$ cat config.mk
export PLATFORM = sky130hd
export DESIGN_NAME = tagged_markup_line_parser_core
export DESIGN_NICKNAME = d
export VERILOG_FILES = /design/src/hw/rtl/tmlp_pkg.sv /design/src/hw/rtl/tagged_markup_line_parser_core.sv /design/src/hw/rtl/tmlp_ram.sv
export SDC_FILE = /design/constraint.sdc
export NUM_CORES = 1
export LEC_CHECK = 0
export ABC_CLOCK_PERIOD_IN_PS = 5400
export BUFFER_PORTS_ARGS = -buffer_cell sky130_fd_sc_hd__buf_2
export CAP_MARGIN = 10
export CORE_ASPECT_RATIO = 1.25
export CORE_MARGIN = 2
export CORE_UTILIZATION = 30
export DETAILED_ROUTE_END_ITERATION = 12
export GPL_TIMING_DRIVEN = 0
export PLACE_DENSITY_LB_ADDON = 0.25
export SYNTH_ARGS = -nofsm -noshare
export SYNTH_HDL_FRONTEND = slang
export SYNTH_SLANG_ARGS = --single-unit
$ cat constraint.sdc
create_clock -name clk_i -period 5.4 [get_ports clk_i]
set_clock_uncertainty 0.15 [all_clocks]
set_input_delay 0.81 -clock clk_i [delete_from_list [all_inputs] [get_ports clk_i]]
set_output_delay 0.81 -clock clk_i [all_outputs]
set_load 0.05 [all_outputs]
$ cat src/hw/rtl/tmlp_pkg.sv
package tmlp_pkg;

  localparam int unsigned MaxTagBytes = 64;
  localparam int unsigned TagIdxW     = (MaxTagBytes > 1) ? $clog2(MaxTagBytes) : 1;
  // counters run up to MaxTagBytes + 1
  localparam int unsigned TagCntW     = $clog2(MaxTagBytes + 2);

  localparam logic [TagCntW-1:0] TagMax = TagCntW'(MaxTagBytes);

  localparam int unsigned OutDepth = 4;
  localparam int unsigned OutPtrW  = $clog2(OutDepth);
  localparam int unsigned OutCntW  = $clog2(OutDepth + 1);

  localparam logic [7:0] ChFormFeed = 8'h0C;
  localparam logic [7:0] ChNewline  = 8'h0A;
  localparam logic [7:0] ChTab      = 8'h09;
  localparam logic [7:0] ChSpace    = 8'h20;
  localparam logic [7:0] ChLt       = 8'h3C;
  localparam logic [7:0] ChGt       = 8'h3E;
  localparam logic [7:0] ChStar     = 8'h2A;
  localparam logic [7:0] ChSlash    = 8'h2F;

  typedef enum logic [3:0] {
    PH_TOP,
    PH_OPEN,
    PH_STAG,
    PH_STXT0,
    PH_STXT,
    PH_MTAG0,
    PH_MTAG,
    PH_MBODY0,
    PH_MSKIP,
    PH_MLINE,
    PH_CLOSE0,
    PH_CLOSE1,
    PH_CNAME,
    PH_DONE,
    PH_ERR
  } phase_e;

  typedef enum logic [2:0] {
    K_TAG      = 3'd0,
    K_TXT      = 3'd1,
    K_TAGEND   = 3'd2,
    K_TXTEND   = 3'd3,
    K_DONE     = 3'd4,
    K_ERROR    = 3'd5,
    K_MISMATCH = 3'd6
  } kind_e;

  function automatic logic is_blank(input logic [7:0] b);
    return (b == ChSpace) || (b == ChTab);
  endfunction

  function automatic logic is_delim(input logic [7:0] b);
    return (b == ChLt) || (b == ChGt) || (b == ChNewline) || (b == ChFormFeed);
  endfunction

  function automatic logic is_text_start(input logic [7:0] b);
    return !is_blank(b) && !is_delim(b) && (b != ChStar) && (b != ChSlash);
  endfunction

endpackage

$ cat src/hw/rtl/tagged_markup_line_parser_core.sv
// Tagged markup line parser.
// Slave stream (s_*): one document byte per request in tdata[7:0]; byte 0x0C
// ends the document. Master stream (m_*): one result per request, kind code in
// tdata[2:0] (tag byte, text byte, tag end, text end, done, syntax error,
// tag mismatch).
// Each accepted byte is parsed in the cycle it is taken and gives zero, one or
// two results, which are queued in a four-entry output queue; the master side
// presents the head of that registered queue.
// Throughput: one byte per cycle while the receiver keeps up. The slave side
// takes a byte whenever the queue has room for two results, so a stalled
// receiver holds the sender off once three or more results are queued.
// The open tag of a multi-line entry is kept in a 64 x 8 RAM; the closing name
// is compared against it one byte per cycle while name bytes are accepted, with
// the read address running one byte ahead of the compare.
// Reset puts the parser at top level with an empty queue; the tag RAM is not
// cleared. After done or a syntax error, bytes are still accepted but dropped
// until reset.
module tagged_markup_line_parser_core
  import tmlp_pkg::*;
(
  input  logic       clk_i,
  input  logic       rst_ni,
  input  logic       s_tvalid_i,
  output logic       s_tready_o,
  input  logic [7:0] s_tdata_i,   // [7:0] in_byte
  output logic       m_tvalid_o,
  input  logic       m_tready_i,
  output logic [7:0] m_tdata_o    // [2:0] kind, [7:3] zero
);

  phase_e               phase_q, phase_d;
  logic [TagCntW-1:0]   len_q, len_d;
  logic [TagCntW-1:0]   cci_q, cci_d;
  logic                 mm_q, mm_d;
  logic                 ovf_q, ovf_d;

  kind_e                fifo_q [OutDepth];
  logic [OutPtrW-1:0]   wptr_q, rptr_q;
  logic [OutCntW-1:0]   cnt_q;

  logic                 in_acc, out_acc;
  logic [7:0]           b;
  logic [1:0]           n_res;
  kind_e                k0, k1;
  logic                 live;

  logic                 we;
  logic [7:0]           rdata;

  assign b          = s_tdata_i;
  assign s_tready_o = (cnt_q <= OutCntW'(OutDepth - 2));
  assign in_acc     = s_tvalid_i && s_tready_o;
  assign m_tvalid_o = (cnt_q != '0);
  assign out_acc    = m_tvalid_o && m_tready_i;
  assign m_tdata_o  = {5'b0, fifo_q[rptr_q]};

  tmlp_ram #(
    .Width (8),
    .Depth (MaxTagBytes)
  ) u_tag_ram (
    .clk_i   (clk_i),
    .we_i    (we),
    .waddr_i (len_q[TagIdxW-1:0]),
    .wdata_i (b),
    .raddr_i (cci_d[TagIdxW-1:0]),
    .rdata_o (rdata)
  );

  always_comb begin
    phase_d = phase_q;
    len_d   = len_q;
    cci_d   = cci_q;
    mm_d    = mm_q;
    ovf_d   = ovf_q;
    n_res   = 2'd0;
    k0      = K_ERROR;
    k1      = K_ERROR;
    live    = 1'b1;
    we      = 1'b0;

    if (in_acc) begin
      phase_d = PH_ERR;
      case (phase_q)
        PH_TOP: begin
          if (is_blank(b) || b == ChNewline) begin
            phase_d = PH_TOP;
          end else if (b == ChFormFeed) begin
            phase_d = PH_DONE;
            n_res = 2'd1; k0 = K_DONE;
          end else if (b == ChLt) begin
            phase_d = PH_OPEN;
          end
        end
        PH_OPEN: begin
          if (is_blank(b)) begin
            phase_d = PH_OPEN;
          end else if (b == ChStar) begin
            phase_d = PH_MTAG0;
            len_d   = '0;
            ovf_d   = 1'b0;
          end else if (is_text_start(b)) begin
            phase_d = PH_STAG;
            n_res = 2'd1; k0 = K_TAG;
          end
        end
        PH_STAG: begin
          if (b == ChGt) begin
            phase_d = PH_STXT0;
            n_res = 2'd1; k0 = K_TAGEND;
          end else if (!is_delim(b)) begin
            phase_d = PH_STAG;
            n_res = 2'd1; k0 = K_TAG;
          end
        end
        PH_STXT0: begin
          if (is_blank(b)) begin
            phase_d = PH_STXT0;
          end else if (is_text_start(b)) begin
            phase_d = PH_STXT;
            n_res = 2'd1; k0 = K_TXT;
          end
        end
        PH_STXT: begin
          if (b == ChNewline) begin
            phase_d = PH_TOP;
            n_res = 2'd1; k0 = K_TXTEND;
          end else if (!is_delim(b)) begin
            phase_d = PH_STXT;
            n_res = 2'd1; k0 = K_TXT;
          end
        end
        PH_MTAG0, PH_MTAG: begin
          if (phase_q == PH_MTAG && b == ChGt) begin
            phase_d = PH_MBODY0;
            n_res = 2'd1; k0 = K_TAGEND;
          end else if (phase_q == PH_MTAG0 && is_blank(b)) begin
            phase_d = PH_MTAG0;
          end else if ((phase_q == PH_MTAG0) ? is_text_start(b) : !is_delim(b)) begin
            phase_d = PH_MTAG;
            n_res = 2'd1; k0 = K_TAG;
            if (len_q < TagMax) begin
              we    = 1'b1;
              len_d = len_q + 1'b1;
            end else begin
              ovf_d = 1'b1;
            end
          end
        end
        PH_MBODY0, PH_MSKIP: begin
          if (is_blank(b) || b == ChNewline) begin
            phase_d = PH_MSKIP;
          end else if (phase_q == PH_MSKIP && b == ChLt) begin
            phase_d = PH_CLOSE0;
          end else if (is_text_start(b)) begin
            phase_d = PH_MLINE;
            n_res = 2'd1; k0 = K_TXT;
          end
        end
        PH_MLINE: begin
          if (b == ChNewline) begin
            phase_d = PH_MSKIP;
          end else if (!is_delim(b)) begin
            phase_d = PH_MLINE;
            n_res = 2'd1; k0 = K_TXT;
          end
        end
        PH_CLOSE0: begin
          if (is_blank(b)) begin
            phase_d = PH_CLOSE0;
          end else if (b == ChSlash) begin
            phase_d = PH_CLOSE1;
          end
        end
        PH_CLOSE1, PH_CNAME: begin
          if ((phase_q == PH_CLOSE1) ? is_text_start(b) : !is_delim(b)) begin
            phase_d = PH_CNAME;
            // cci is held at zero through the close phases, so the first
            // name byte compares against entry 0 already read out
            if (phase_q == PH_CLOSE1) begin
              mm_d = 1'b0;
            end
            if (cci_q < TagMax) begin
              if (cci_q >= len_q || rdata != b) begin
                mm_d = 1'b1;
              end
            end
            if (cci_q <= TagMax) begin
              cci_d = cci_q + 1'b1;
            end
          end else if (phase_q == PH_CLOSE1 && is_blank(b)) begin
            phase_d = PH_CLOSE1;
          end else if (phase_q == PH_CNAME) begin
            if (mm_q || ((cci_q > TagMax) != ovf_q) ||
                (!(cci_q > TagMax) && cci_q != len_q)) begin
              n_res = 2'd1; k0 = K_MISMATCH;
            end
            if (b == ChGt) begin
              phase_d = PH_TOP;
              if (n_res == 2'd0) begin
                n_res = 2'd1; k0 = K_TXTEND;
              end else begin
                n_res = 2'd2; k1 = K_TXTEND;
              end
            end
          end
        end
        default: begin
          // done or error: drop everything
          phase_d = phase_q;
          live    = 1'b0;
        end
      endcase

      if (live && phase_d == PH_ERR) begin
        if (n_res == 2'd0) begin
          n_res = 2'd1; k0 = K_ERROR;
        end else begin
          n_res = 2'd2; k1 = K_ERROR;
        end
      end
    end

    if (phase_d == PH_CLOSE0 || phase_d == PH_CLOSE1) begin
      cci_d = '0;
    end
  end

  always_ff @(posedge clk_i or negedge rst_ni) begin
    if (!rst_ni) begin
      phase_q <= PH_TOP;
      len_q   <= '0;
      cci_q   <= '0;
      mm_q    <= 1'b0;
      ovf_q   <= 1'b0;
      wptr_q  <= '0;
      rptr_q  <= '0;
      cnt_q   <= '0;
    end else begin
      phase_q <= phase_d;
      len_q   <= len_d;
      cci_q   <= cci_d;
      mm_q    <= mm_d;
      ovf_q   <= ovf_d;
      wptr_q  <= wptr_q + OutPtrW'(n_res);
      if (out_acc) begin
        rptr_q <= rptr_q + 1'b1;
      end
      cnt_q <= cnt_q + OutCntW'(n_res) - OutCntW'(out_acc);
    end
  end

  always_ff @(posedge clk_i) begin
    if (n_res != 2'd0) begin
      fifo_q[wptr_q] <= k0;
    end
    if (n_res == 2'd2) begin
      fifo_q[wptr_q + 1'b1] <= k1;
    end
  end

endmodule

$ cat src/hw/rtl/tmlp_ram.sv
module tmlp_ram #(
  parameter int unsigned Width = 8,
  parameter int unsigned Depth = 64,
  localparam int unsigned AddrW = (Depth > 1) ? $clog2(Depth) : 1
) (
  input  logic             clk_i,
  input  logic             we_i,
  input  logic [AddrW-1:0] waddr_i,
  input  logic [Width-1:0] wdata_i,
  input  logic [AddrW-1:0] raddr_i,
  output logic [Width-1:0] rdata_o
);

  logic [Width-1:0] mem_q [Depth];
  logic [Width-1:0] rdata_q;

  always_ff @(posedge clk_i) begin
    if (we_i) begin
      mem_q[waddr_i] <= wdata_i;
    end
    rdata_q <= mem_q[raddr_i];
  end

  assign rdata_o = rdata_q;

endmodule

After elaboration in Yosys (flattened, before gate mapping)
Memory sizes are Yosys's and may differ from the RTL's. A register that Yosys moved wholly into a read port is not among the register bits.
Cells that the tools add are included.

cells by class
  add/sub/neg operators = 7
  $lt $le $gt $ge = 6
  eq/ne operators = 36
  mux-type cells = 134
  reductions and logical operators = 41

operator list
  cell                   count
  $mux W3                39
  $mux W4                21
  $mux W7                11
  $mux W1                41
  $eq A8 B6 Y1 const B   5
  $pmux W4 S10           1
  $mux W2                17
  $eq A4 B4 Y1 const B   8
  $pmux W3 S9            1
  $eq A8 B4 Y1 const B   3
  $pmux W2 S9            1
  $eq A4 B3 Y1 const B   4
  $ne A8 B6 Y1 const B   2
  $reduce_and A8 Y1      2
  $add A7 B1 Y7 const B  2
  $lt A7 B7 Y1 const B   2
  $ne A2 B2 Y1 const B   7
  $pmux W7 S2            1
  $reduce_or A13 Y1      1
  $reduce_bool A2 Y1     6
  $logic_and A1 B1 Y1    11
  $logic_or A1 B1 Y1     9
  $eq A4 B2 Y1 const B   2
  $ne A8 B8 Y1           1
  other kinds (20)       26

storage, ports and cells
  flip-flop bits (word level) = 27
  RAM bits = 524
  input bits = 12
  output and inout bits = 10
  memories = 2

memory list
  name             depth  bits a word  read ports  clocked after Yosys merged registers in  wr ports  RTL line                              source
  u_tag_ram.mem_q  64     8            1           1                                        1         tmlp_ram.sv:14                        logic [Width-1:0] mem_q [Depth];
  fifo_q           4      3            1           0                                        2         tagged_markup_line_parser_core.sv:37  kind_e fifo_q [OutDepth];

Logic depth before layout (Yosys ltp)
Gate-level depths: netlist of the first run.

  depth after elaboration = 27
  gate-level depth with buffers = 22
  gate-level depth less buffers = 21

Modules after synthesis
Synthesis of the first run repeated with hierarchy kept, for this count alone.

second synthesis, totals
  cell total of the unflattened synthesis = 1414
  area, all modules = 23906.7 um2

by module, submodules not included
  module                          instances  cells an instance  area each (um2)
  tmlp_ram                        1          972                20190.6
  tagged_markup_line_parser_core  1          442                3716.1

Worst setup path before layout of the first run
OpenSTA, ideal clock, no wires.

  path type = input -> register
  start = input s_tdata_i[0]
  end = register cnt_q[2]
  arrival = 4.030 ns
  data required time = 5.127 ns
  setup slack = 1.097 ns
  cell stages on the path = 17
  path buffers = 1
  path through = buf_2 or4b_1 nor2_2 a2111oi_0 o22a_1 o211ai_1 and2_1 nor2_1 nor2_1 inv_1 ha_1 inv_1 ha_1 inv_1 fa_1 xor2_1 xnor2_1

between the ends
  cells in the longest elaborated chain, start to end = 20

RTL lines
  element                                                  RTL line                                                                                      source
  start: declaration                                       tagged_markup_line_parser_core.sv:25                                                          input logic [7:0] s_tdata_i,
  $eq A8 B6 Y1, on equally long branches                   -
  $logic_or A1 B1 Y1 (3 in a row)                          tmlp_pkg.sv:56                                                                                return (b == ChLt) || (b == ChGt) || (b == ChNewline) || (b == ChFormFeed);
  $logic_not A1 Y1                                         tmlp_pkg.sv:60, tagged_markup_line_parser_core.sv:138, tagged_markup_line_parser_core.sv:175
  $logic_and A1 B1 Y1 (3 in a row)                         tmlp_pkg.sv:60                                                                                return !is_blank(b) && !is_delim(b) && (b != ChStar) && (b != ChSlash);
  $mux W1                                                  tagged_markup_line_parser_core.sv:138                                                         end else if ((phase_q == PH_MTAG0) ? is_text_start(b) : !is_delim(b)) begin
  $mux W4 / $mux W1 (equally long branches)                tagged_markup_line_parser_core.sv:138
  $mux W4 / $mux W1 (equally long branches)                tagged_markup_line_parser_core.sv:136                                                         end else if (phase_q == PH_MTAG0 && is_blank(b)) begin
  $mux W4 / $mux W1 (equally long branches)                tagged_markup_line_parser_core.sv:133                                                         if (phase_q == PH_MTAG && b == ChGt) begin
  $pmux W4 S10 / $pmux W2 S9 (equally long branches)       tagged_markup_line_parser_core.sv:83                                                          case (phase_q)
  $mux W4 / $mux W2 (equally long branches)                tagged_markup_line_parser_core.sv:81                                                          if (in_acc) begin
  $eq A4 B4 Y1 / $logic_not A2 Y1 (equally long branches)  tagged_markup_line_parser_core.sv:214, tagged_markup_line_parser_core.sv:215
  $logic_and A1 B1 Y1 / $mux W2 (equally long branches)    tagged_markup_line_parser_core.sv:214, tagged_markup_line_parser_core.sv:215
  $mux W2 *                                                tagged_markup_line_parser_core.sv:214                                                         if (live && phase_d == PH_ERR) begin
  $mux W2 *                                                tagged_markup_line_parser_core.sv:81
  $add A3 B2 Y3 *                                          tagged_markup_line_parser_core.sv:248                                                         cnt_q <= cnt_q + OutCntW'(n_res) - OutCntW'(out_acc);
  $sub A3 B1 Y3 *                                          tagged_markup_line_parser_core.sv:248
  end signal: assignment                                   tagged_markup_line_parser_core.sv:248
  end: declaration                                         tagged_markup_line_parser_core.sv:39                                                          logic [OutCntW-1:0] cnt_q;

Every way passes the cells marked *; elsewhere a longest branch is shown, timed or not. The select of a mux whose other input is x is not followed.
A chain may end at the register's enable or synchronous reset.

Final worst setup path of the first run
  start = input s_tdata_i[4]
  end = register u_tag_ram.rdata_q[6], in the netlist u_tag_ram.rdata_o[6], read port of u_tag_ram.mem_q

between the ends
  cells in the longest elaborated chain, start to end = 18

RTL lines
  element                                 RTL line                                                                                      source
  $eq A8 B6 Y1, on equally long branches  -
  $logic_or A1 B1 Y1 (3 in a row)         tmlp_pkg.sv:56
  $logic_not A1 Y1                        tmlp_pkg.sv:60, tagged_markup_line_parser_core.sv:138, tagged_markup_line_parser_core.sv:175
  $logic_and A1 B1 Y1 (3 in a row)        tmlp_pkg.sv:60
  $mux W1                                 tagged_markup_line_parser_core.sv:138
  $mux W4                                 tagged_markup_line_parser_core.sv:138
  $mux W4                                 tagged_markup_line_parser_core.sv:136
  $mux W4                                 tagged_markup_line_parser_core.sv:133
  $pmux W4 S10                            tagged_markup_line_parser_core.sv:83
  $mux W4 (2 in a row)                    tagged_markup_line_parser_core.sv:81
  $eq A4 B4 Y1                            tagged_markup_line_parser_core.sv:223                                                         if (phase_d == PH_CLOSE0 || phase_d == PH_CLOSE1) begin
  $logic_or A1 B1 Y1                      tagged_markup_line_parser_core.sv:223
  $mux W7 *                               tagged_markup_line_parser_core.sv:223
  end: declaration                        tmlp_ram.sv:15                                                                                logic [Width-1:0] rdata_q;

Marked as above.

==> flow_summary.ini, run 1 <==
[floorplan]
core_area_um2 = 81200
dieArea_um2 = 84000
die_w_um = 260
fp-row-count = 117
io_pins = 22
die_h_um = 324
start_util = 0.302

[grt]
grt_overflow_total = 0
grt_max_degree = 69
antenna_found_initial = 0
grt.total_usage = 0.200
grt_pass1_vias = 16897
grt_pass1_wl_um = 121000

[sta]
fin_setup_tns_ns = 0
setup_ws_ns = 0.0393
post-route-period-util = 0.993
layout_min_cycle_time_ns = 5.36
fmax_mhz = 187
finalMaxSlewViolations = 0
rsz0062_at_grt = true
worst_slew_pin_slew_ns = 1.21
setup_viol = 0
finalHoldViolations = 0
holdWs_ns = 0.0750
relSlewSlack = 0.192

[setup_path]
criticalPathCategory = input port to register
path_cells = buf_4, buf_12, buf_2, nor4_2, nand2b_1, clkbuf_2, nand4_1, a2bb2oi_1, and2_1, nand2_2, o22ai_1, a32o_1, a211oi_1, nor4_1, o211ai_1
path_max_fanout = 41
slowest_delay_ns = 0.71
crit_required_ns = 5.71
crit_slowest_cell = and2_1
endpoint_kind = register
critPathLaunchType = input port
cp.arrival_ns = 5.67

[clock_network]
cts_tree = done
h-tree-depth = 2
cts_hold_buf = 0
clkTransAtPathRegs_ns = 0.06
clockBufferDepth = 3
clockRootBuffer = clkbuf_16
numCtsBuffers = 57
cts_sinks = 559
clk_latency_ns = 0.65

[final_layout]
final_common_cell = edfxtp_1
final_util = 0.349
nets = 2091
final_cell_mix = 520 x edfxtp_1, 325 x nand2_1, 170 x nor2_1
synthToLayoutAreaGrowth_pct = 15.7
drive_gt1_frac = 0.125
n_antenna_cell = 0

[detailed_routing]
dr.pass1.iters = 5
wl_um = 84800
drt_iter0_drc = 1702
route.detailed.drc = 0
post_drt_via_cell_ratio = 5.47
ant_nets = 0
wl_per_cell_um = 26.7
num_vias = 17382

[power_and_ir_drop]
leakage_uw = 0.00940
power.density_nw_per_um2 = 488
power_uw = 13800
ir_worst_vdd_mv = 0.287

[yosys]
syn_area_per_cell_um2 = 12.5
synth_flop_cell = edfxtp_1
synth-seq-cells = 559
synth_area_um2 = 24500
async_reset_ff_frac = 0.0483
yosysWarnings = 0
synthDistinctLibCells = 90
synthesis.instances = 1962
seq_area_frac_synth = 0.674
synth_edf_count = 520

[worst_hold_path]
hp-class = input port to asynchronous set/reset pin

[place]
port-buffer-count = 16
dp_hpwl_um = 58800
gp_congestion = 0.938
place_ws_ns = -1.71

[run]
max_cap_viol_count = 0

[run_status]
status = finished clean
==> what timing repair did <==
item,CTS,global route
pin swaps,4,3
resized for setup,33,44
endpoints found under the setup margin,8,8
setup buffers,8,8
==> state kept, by name, indices dropped and copies added, names as in the netlist <==
name / count
len_q: 7
phase_q: 4
u_tag_ram.mem_q: 512
cci_q: 7
u_tag_ram.rdata_o: 8
mm_q: 1
fifo_q: 12
cnt_q: 3
rptr_q: 2
wptr_q: 2
ovf_q: 1
==> area by class of cell <==
type                            instances  area [um2]
Fill cell                            7974       52900
Clock buffer                           79        1520
Inverter                               26         101
Sequential cell                       559       16500
Multi-Input combinational cell       1253        7500
Timing Repair Buffer                   38         388
Tap cell                             1071        1340
Buffer                                125         632
Clock inverter                         29         357
==> critical path: cells and delay by family <==
kind	cells	cell delay [ns]
buf+inv	4	1.12
compound gates	5	1.52
simple gates	6	2.17
==> cell usage after synthesis, drive strengths merged (8+ instances only) <==
library cell	instances	area, um2
ha	18	225
inv	23	86.3
a211oi	22	165
o211ai	17	128
o31ai	14	124
o22ai	29	181
a311oi	8	70.1
nand3	98	490
nor4	15	109
or3	11	68.8
xor2	10	95.1
mux4	14	315
xnor2	15	131
mux2	8	90.1
a21oi	117	589
nor2b	13	81.3
nand2b	9	56.3
and3	11	68.8
nand4	26	163
clkbuf	61	231
a31oi	32	215
o21ai	64	324
o311a	8	80.1
dfxtp	12	240
mux2i	52	521
nand2	328	1250
edfxtp	520	15600
dfrtp	27	676
buf	67	369
nor2	173	654
o32ai	10	87.6
nor3	36	196
==> per-layer routing <==
metal	GRT usage	share of wire	routed length, um	up-vias
li1	-	-	-	7605
met1	0.242	0.39	32700	8788
met2	0.342	0.49	41200	760
met3	0.0266	0.066	5550	229
met4	0.115	0.063	5340	0
met5	0	0	0	-
==> cells by family (layout without fill, tap and decap cells) <==
logic type	Yosys count	count (layout)	share of synthesized area
AOI/OAI and AO/OA	383	383	0.103
other	1	5	0.000153
muxes	74	74	0.0378
adders and majority gates	19	19	0.0100
and+or+nand+nor	747	747	0.137
DFF	559	559	0.674
xor gates and xnor gates	25	25	0.00924
buffers and inverters	154	297	0.0285
==> power breakdown <==
part / switching [uW] / internal [uW]
clock network: 1750 / 2270
registers: 79.9 / 4840
logic: 3490 / 1420
total: 5320 / 8520
==> stage by stage <==
step	area, um2	std cells
after floorplan	24500	1966
after global placement	26000	3053
after detailed placement	26100	3059
after CTS	28200	3173
after global routing	28400	3180
final	28400	3180
==> path summary, 6_finish.rpt <==
check                             start              endpoint  slack [ns]  cells after the start
max                        s_tdata_i[4]  u_tag_ram.rdata_o[6]        0.04                     15
max reg2reg                    cci_q[0]  u_tag_ram.rdata_o[6]        0.07                     14
max in group asynchronous        rst_ni            phase_q[3]        4.57                      1
min reg2reg                fifo_q[3][0]          fifo_q[3][0]        0.35                      1
min in group clk_i         fifo_q[3][0]          fifo_q[3][0]        0.35                      1
min                              rst_ni              cnt_q[2]        0.07                      1
Note: power is estimated with default switching activity, not from simulation.
==> run 2, diff against run 1 <==
- ABC_AREA: unset -> 0
- SYNTH_HIERARCHICAL: unset -> 1
==> flow_summary.ini, run 2 <==
[run_status]
status = finished clean

[setup_path]
critical_path_cell_count = 19
path_cells = buf_4, buf_12, buf_2, nor3b_1, o211ai_1, o21ai_2, nor4bb_4, and4_1, buf_6, a21oi_1, and3b_1, nor2_2, buf_6, buf_8, buf_6, mux4_2, mux2i_2, a31oi_1, a22o_1
r2r_start = phase_q[1]
crit_slowest_cell = mux4_2
critPathLaunchType = input port
path_max_fanout = 47
cpLargestDelayFamily = buffers and inverters
reg2reg_depth = 16
crit_required_ns = 5.74
cp-startpoint = s_tdata_i[0]
path_buf_inv = 7
worst-r2r-setup-slack_ns = 0.28
crit_top_cell = buf_6
criticalPathCategory = input port to register
cp.arrival_ns = 5.59
slowest_delay_ns = 0.56
endpoint_kind = register

[power_and_ir_drop]
power_frac_clock = 0.336
ir_worst_vdd_mv = 0.275
leakage_uw = 0.00854
p_sw_frac = 0.300
p_comb_frac = 0.251
sequentialPowerShare = 0.412
internal_power_uw = 8350
switchingPower_uw = 3580
power.density_nw_per_um2 = 432

[final_layout]
synthToLayoutAreaGrowth_pct = 15.5
n_antenna_cell = 0
largest_reg_flops = 512
fill_cells = 7560
drive_gt1_frac = 0.230
final_common_cell = edfxtp_1
largest-register = u_tag_ram/mem_q
final_util = 0.350
final_cell_mix = 520 x edfxtp_1, 127 x mux4_2, 126 x nor2_1
nets = 1528
final_cells = 2600

[floorplan]
die_h_um = 320
io_pins = 22
die_w_um = 256
fp-row-count = 115
core_area_um2 = 78900
start_util = 0.303
dieArea_um2 = 82000

[yosys]
synth_largest_area_cell = edfxtp_1
synthDistinctLibCells = 95
synth_area_um2 = 23900
synth-seq-cells = 559
async_reset_ff_frac = 0.0483
seq_area_frac_synth = 0.691
synthesis.instances = 1414
yosysMostFrequentCell = edfxtp_1
synth_flop_cell = edfxtp_1
ys_top_cells_by_area = edfxtp_1 65%, mux4_2 12%, dfrtp_1 2.8%
syn_area_per_cell_um2 = 16.9
yosys.area.top_type_share = 0.653
yosysWarnings = 6
netlist_top_cells_count = 520 x edfxtp_1, 129 x nor2_1, 127 x mux4_2
synth_edf_count = 520

[grt]
antenna_found_initial = 0
grt.total_usage = 0.162
grt_max_degree = 74
grt_pass1_wl_um = 97700
grt_pass1_vias = 13846
grt_overflow_total = 0

[clock_network]
clkTransAtPathRegs_ns = 0.06
clockRootBuffer = clkbuf_16
numCtsBuffers = 58
cts_sinks = 559
cts_tree = done
h-tree-depth = 2
clockBufferDepth = 3
clk_latency_ns = 0.63

[sta]
setup_viol = 0
relSlewSlack = 0.249
layout_min_cycle_time_ns = 5.25
worst_slew_pin_slew_ns = 1.12
setup_ws_ns = 0.145
finalHoldViolations = 0
fin_setup_tns_ns = 0
finalMaxSlewViolations = 0
fmax_mhz = 190
holdWs_ns = 0.0892
post-route-period-util = 0.973

[worst_hold_path]
hp-class = input port to asynchronous set/reset pin

[detailed_routing]
route.detailed.drc = 0
wl_per_cell_um = 25.9
ant_nets = 0
wl_um = 67200
num_vias = 13783
post_drt_via_cell_ratio = 5.30
dr.pass1.iters = 6
drt_iter0_drc = 1420

[place]
place_ws_ns = -2.16
dp_hpwl_um = 45400
port-buffer-count = 16
gp_congestion = 0.896
placedCellCount = 2491

[run]
max_cap_viol_count = 0
## run 2: changes by cell type after synthesis, moves of 24 or more
cell / change
nand2_1: -272
mux4_2: +113
a21oi_1: -90
nand3_1: -62
nor2_1: -42
mux2i_1: -31
clkbuf_1: -28
o21ai_0: -24
## run 2: through the flow
| step | power (uW) | instance area [um2] |
|---|---|---|
| floorplan | 6980 | 23900 |
| global placement | 7880 | 25300 |
| detailed placement | 7910 | 25400 |
| CTS | 12000 | 27500 |
| global route | 12400 | 27600 |
| finish | 11900 | 27600 |
## run 2: layout make-up
class	instances	area, um2	area share
flip-flops and latches	559	16500	0.598
plain buffers	85	677	0.0245
multi-input cells	747	6890	0.250
clock buffers	77	1540	0.0559
repair buffers	21	189	0.00684
well taps	1053	1320	0.0477
clock inverters	33	374	0.0135
inverters	25	95.1	0.00344
## run 2: power groups by stage
stage          Sequential, uW  Combinational [uW]  Clock (uW)
2_1_floorplan            4980                2000           0
3_3_place_gp             5010                2870           0
3_5_place_dp             5020                2890           0
4_1_cts                  4920                2980        4100
5_1_grt                  4930                3210        4270
6_report                 4920                3000        4010
## run 2: repair_timing
action	4_1_cts	5_1_grt
hold buffers	0	0
pin swaps	0	1
buffers inserted	0	1
gates resized for setup	69	33
setup endpoints to repair	72	9
## run 2: metal layers
layer,wire length (um),vias to the layer above,GRT usage
li1,-,5858,-
met1,26800,7256,0.205
met2,33500,545,0.280
met3,4060,124,0.0225
met4,2840,0,0.0678
met5,0,-,0
## run 2: worst reg2reg max path, delay by kind of cell (launching register included)
kind | cells | cell delay (ns)
flops | 1 | 0.36
buf+inv | 4 | 0.86
mux | 2 | 0.92
simple gates | 4 | 1.41
compound gates | 6 | 1.29
## run 2: final timing paths
check	to
max	u_tag_ram/rdata_o[4]
max reg2reg	u_tag_ram/rdata_o[4]
max in group asynchronous	len_q[2]
min	ovf_q
min reg2reg	fifo_q[0][0]
min in group clk_i	fifo_q[0][0]
## run 2: logic make-up after synthesis
logic type | Yosys count | synth area share
flops | 559 | 0.691
simple gates | 352 | 0.0763
compound gates | 201 | 0.0589
mux | 149 | 0.129
buf+inv | 112 | 0.0263
xor+xnor | 21 | 0.00769
fa+ha+maj | 19 | 0.0103
other cells | 1 | 0.000157
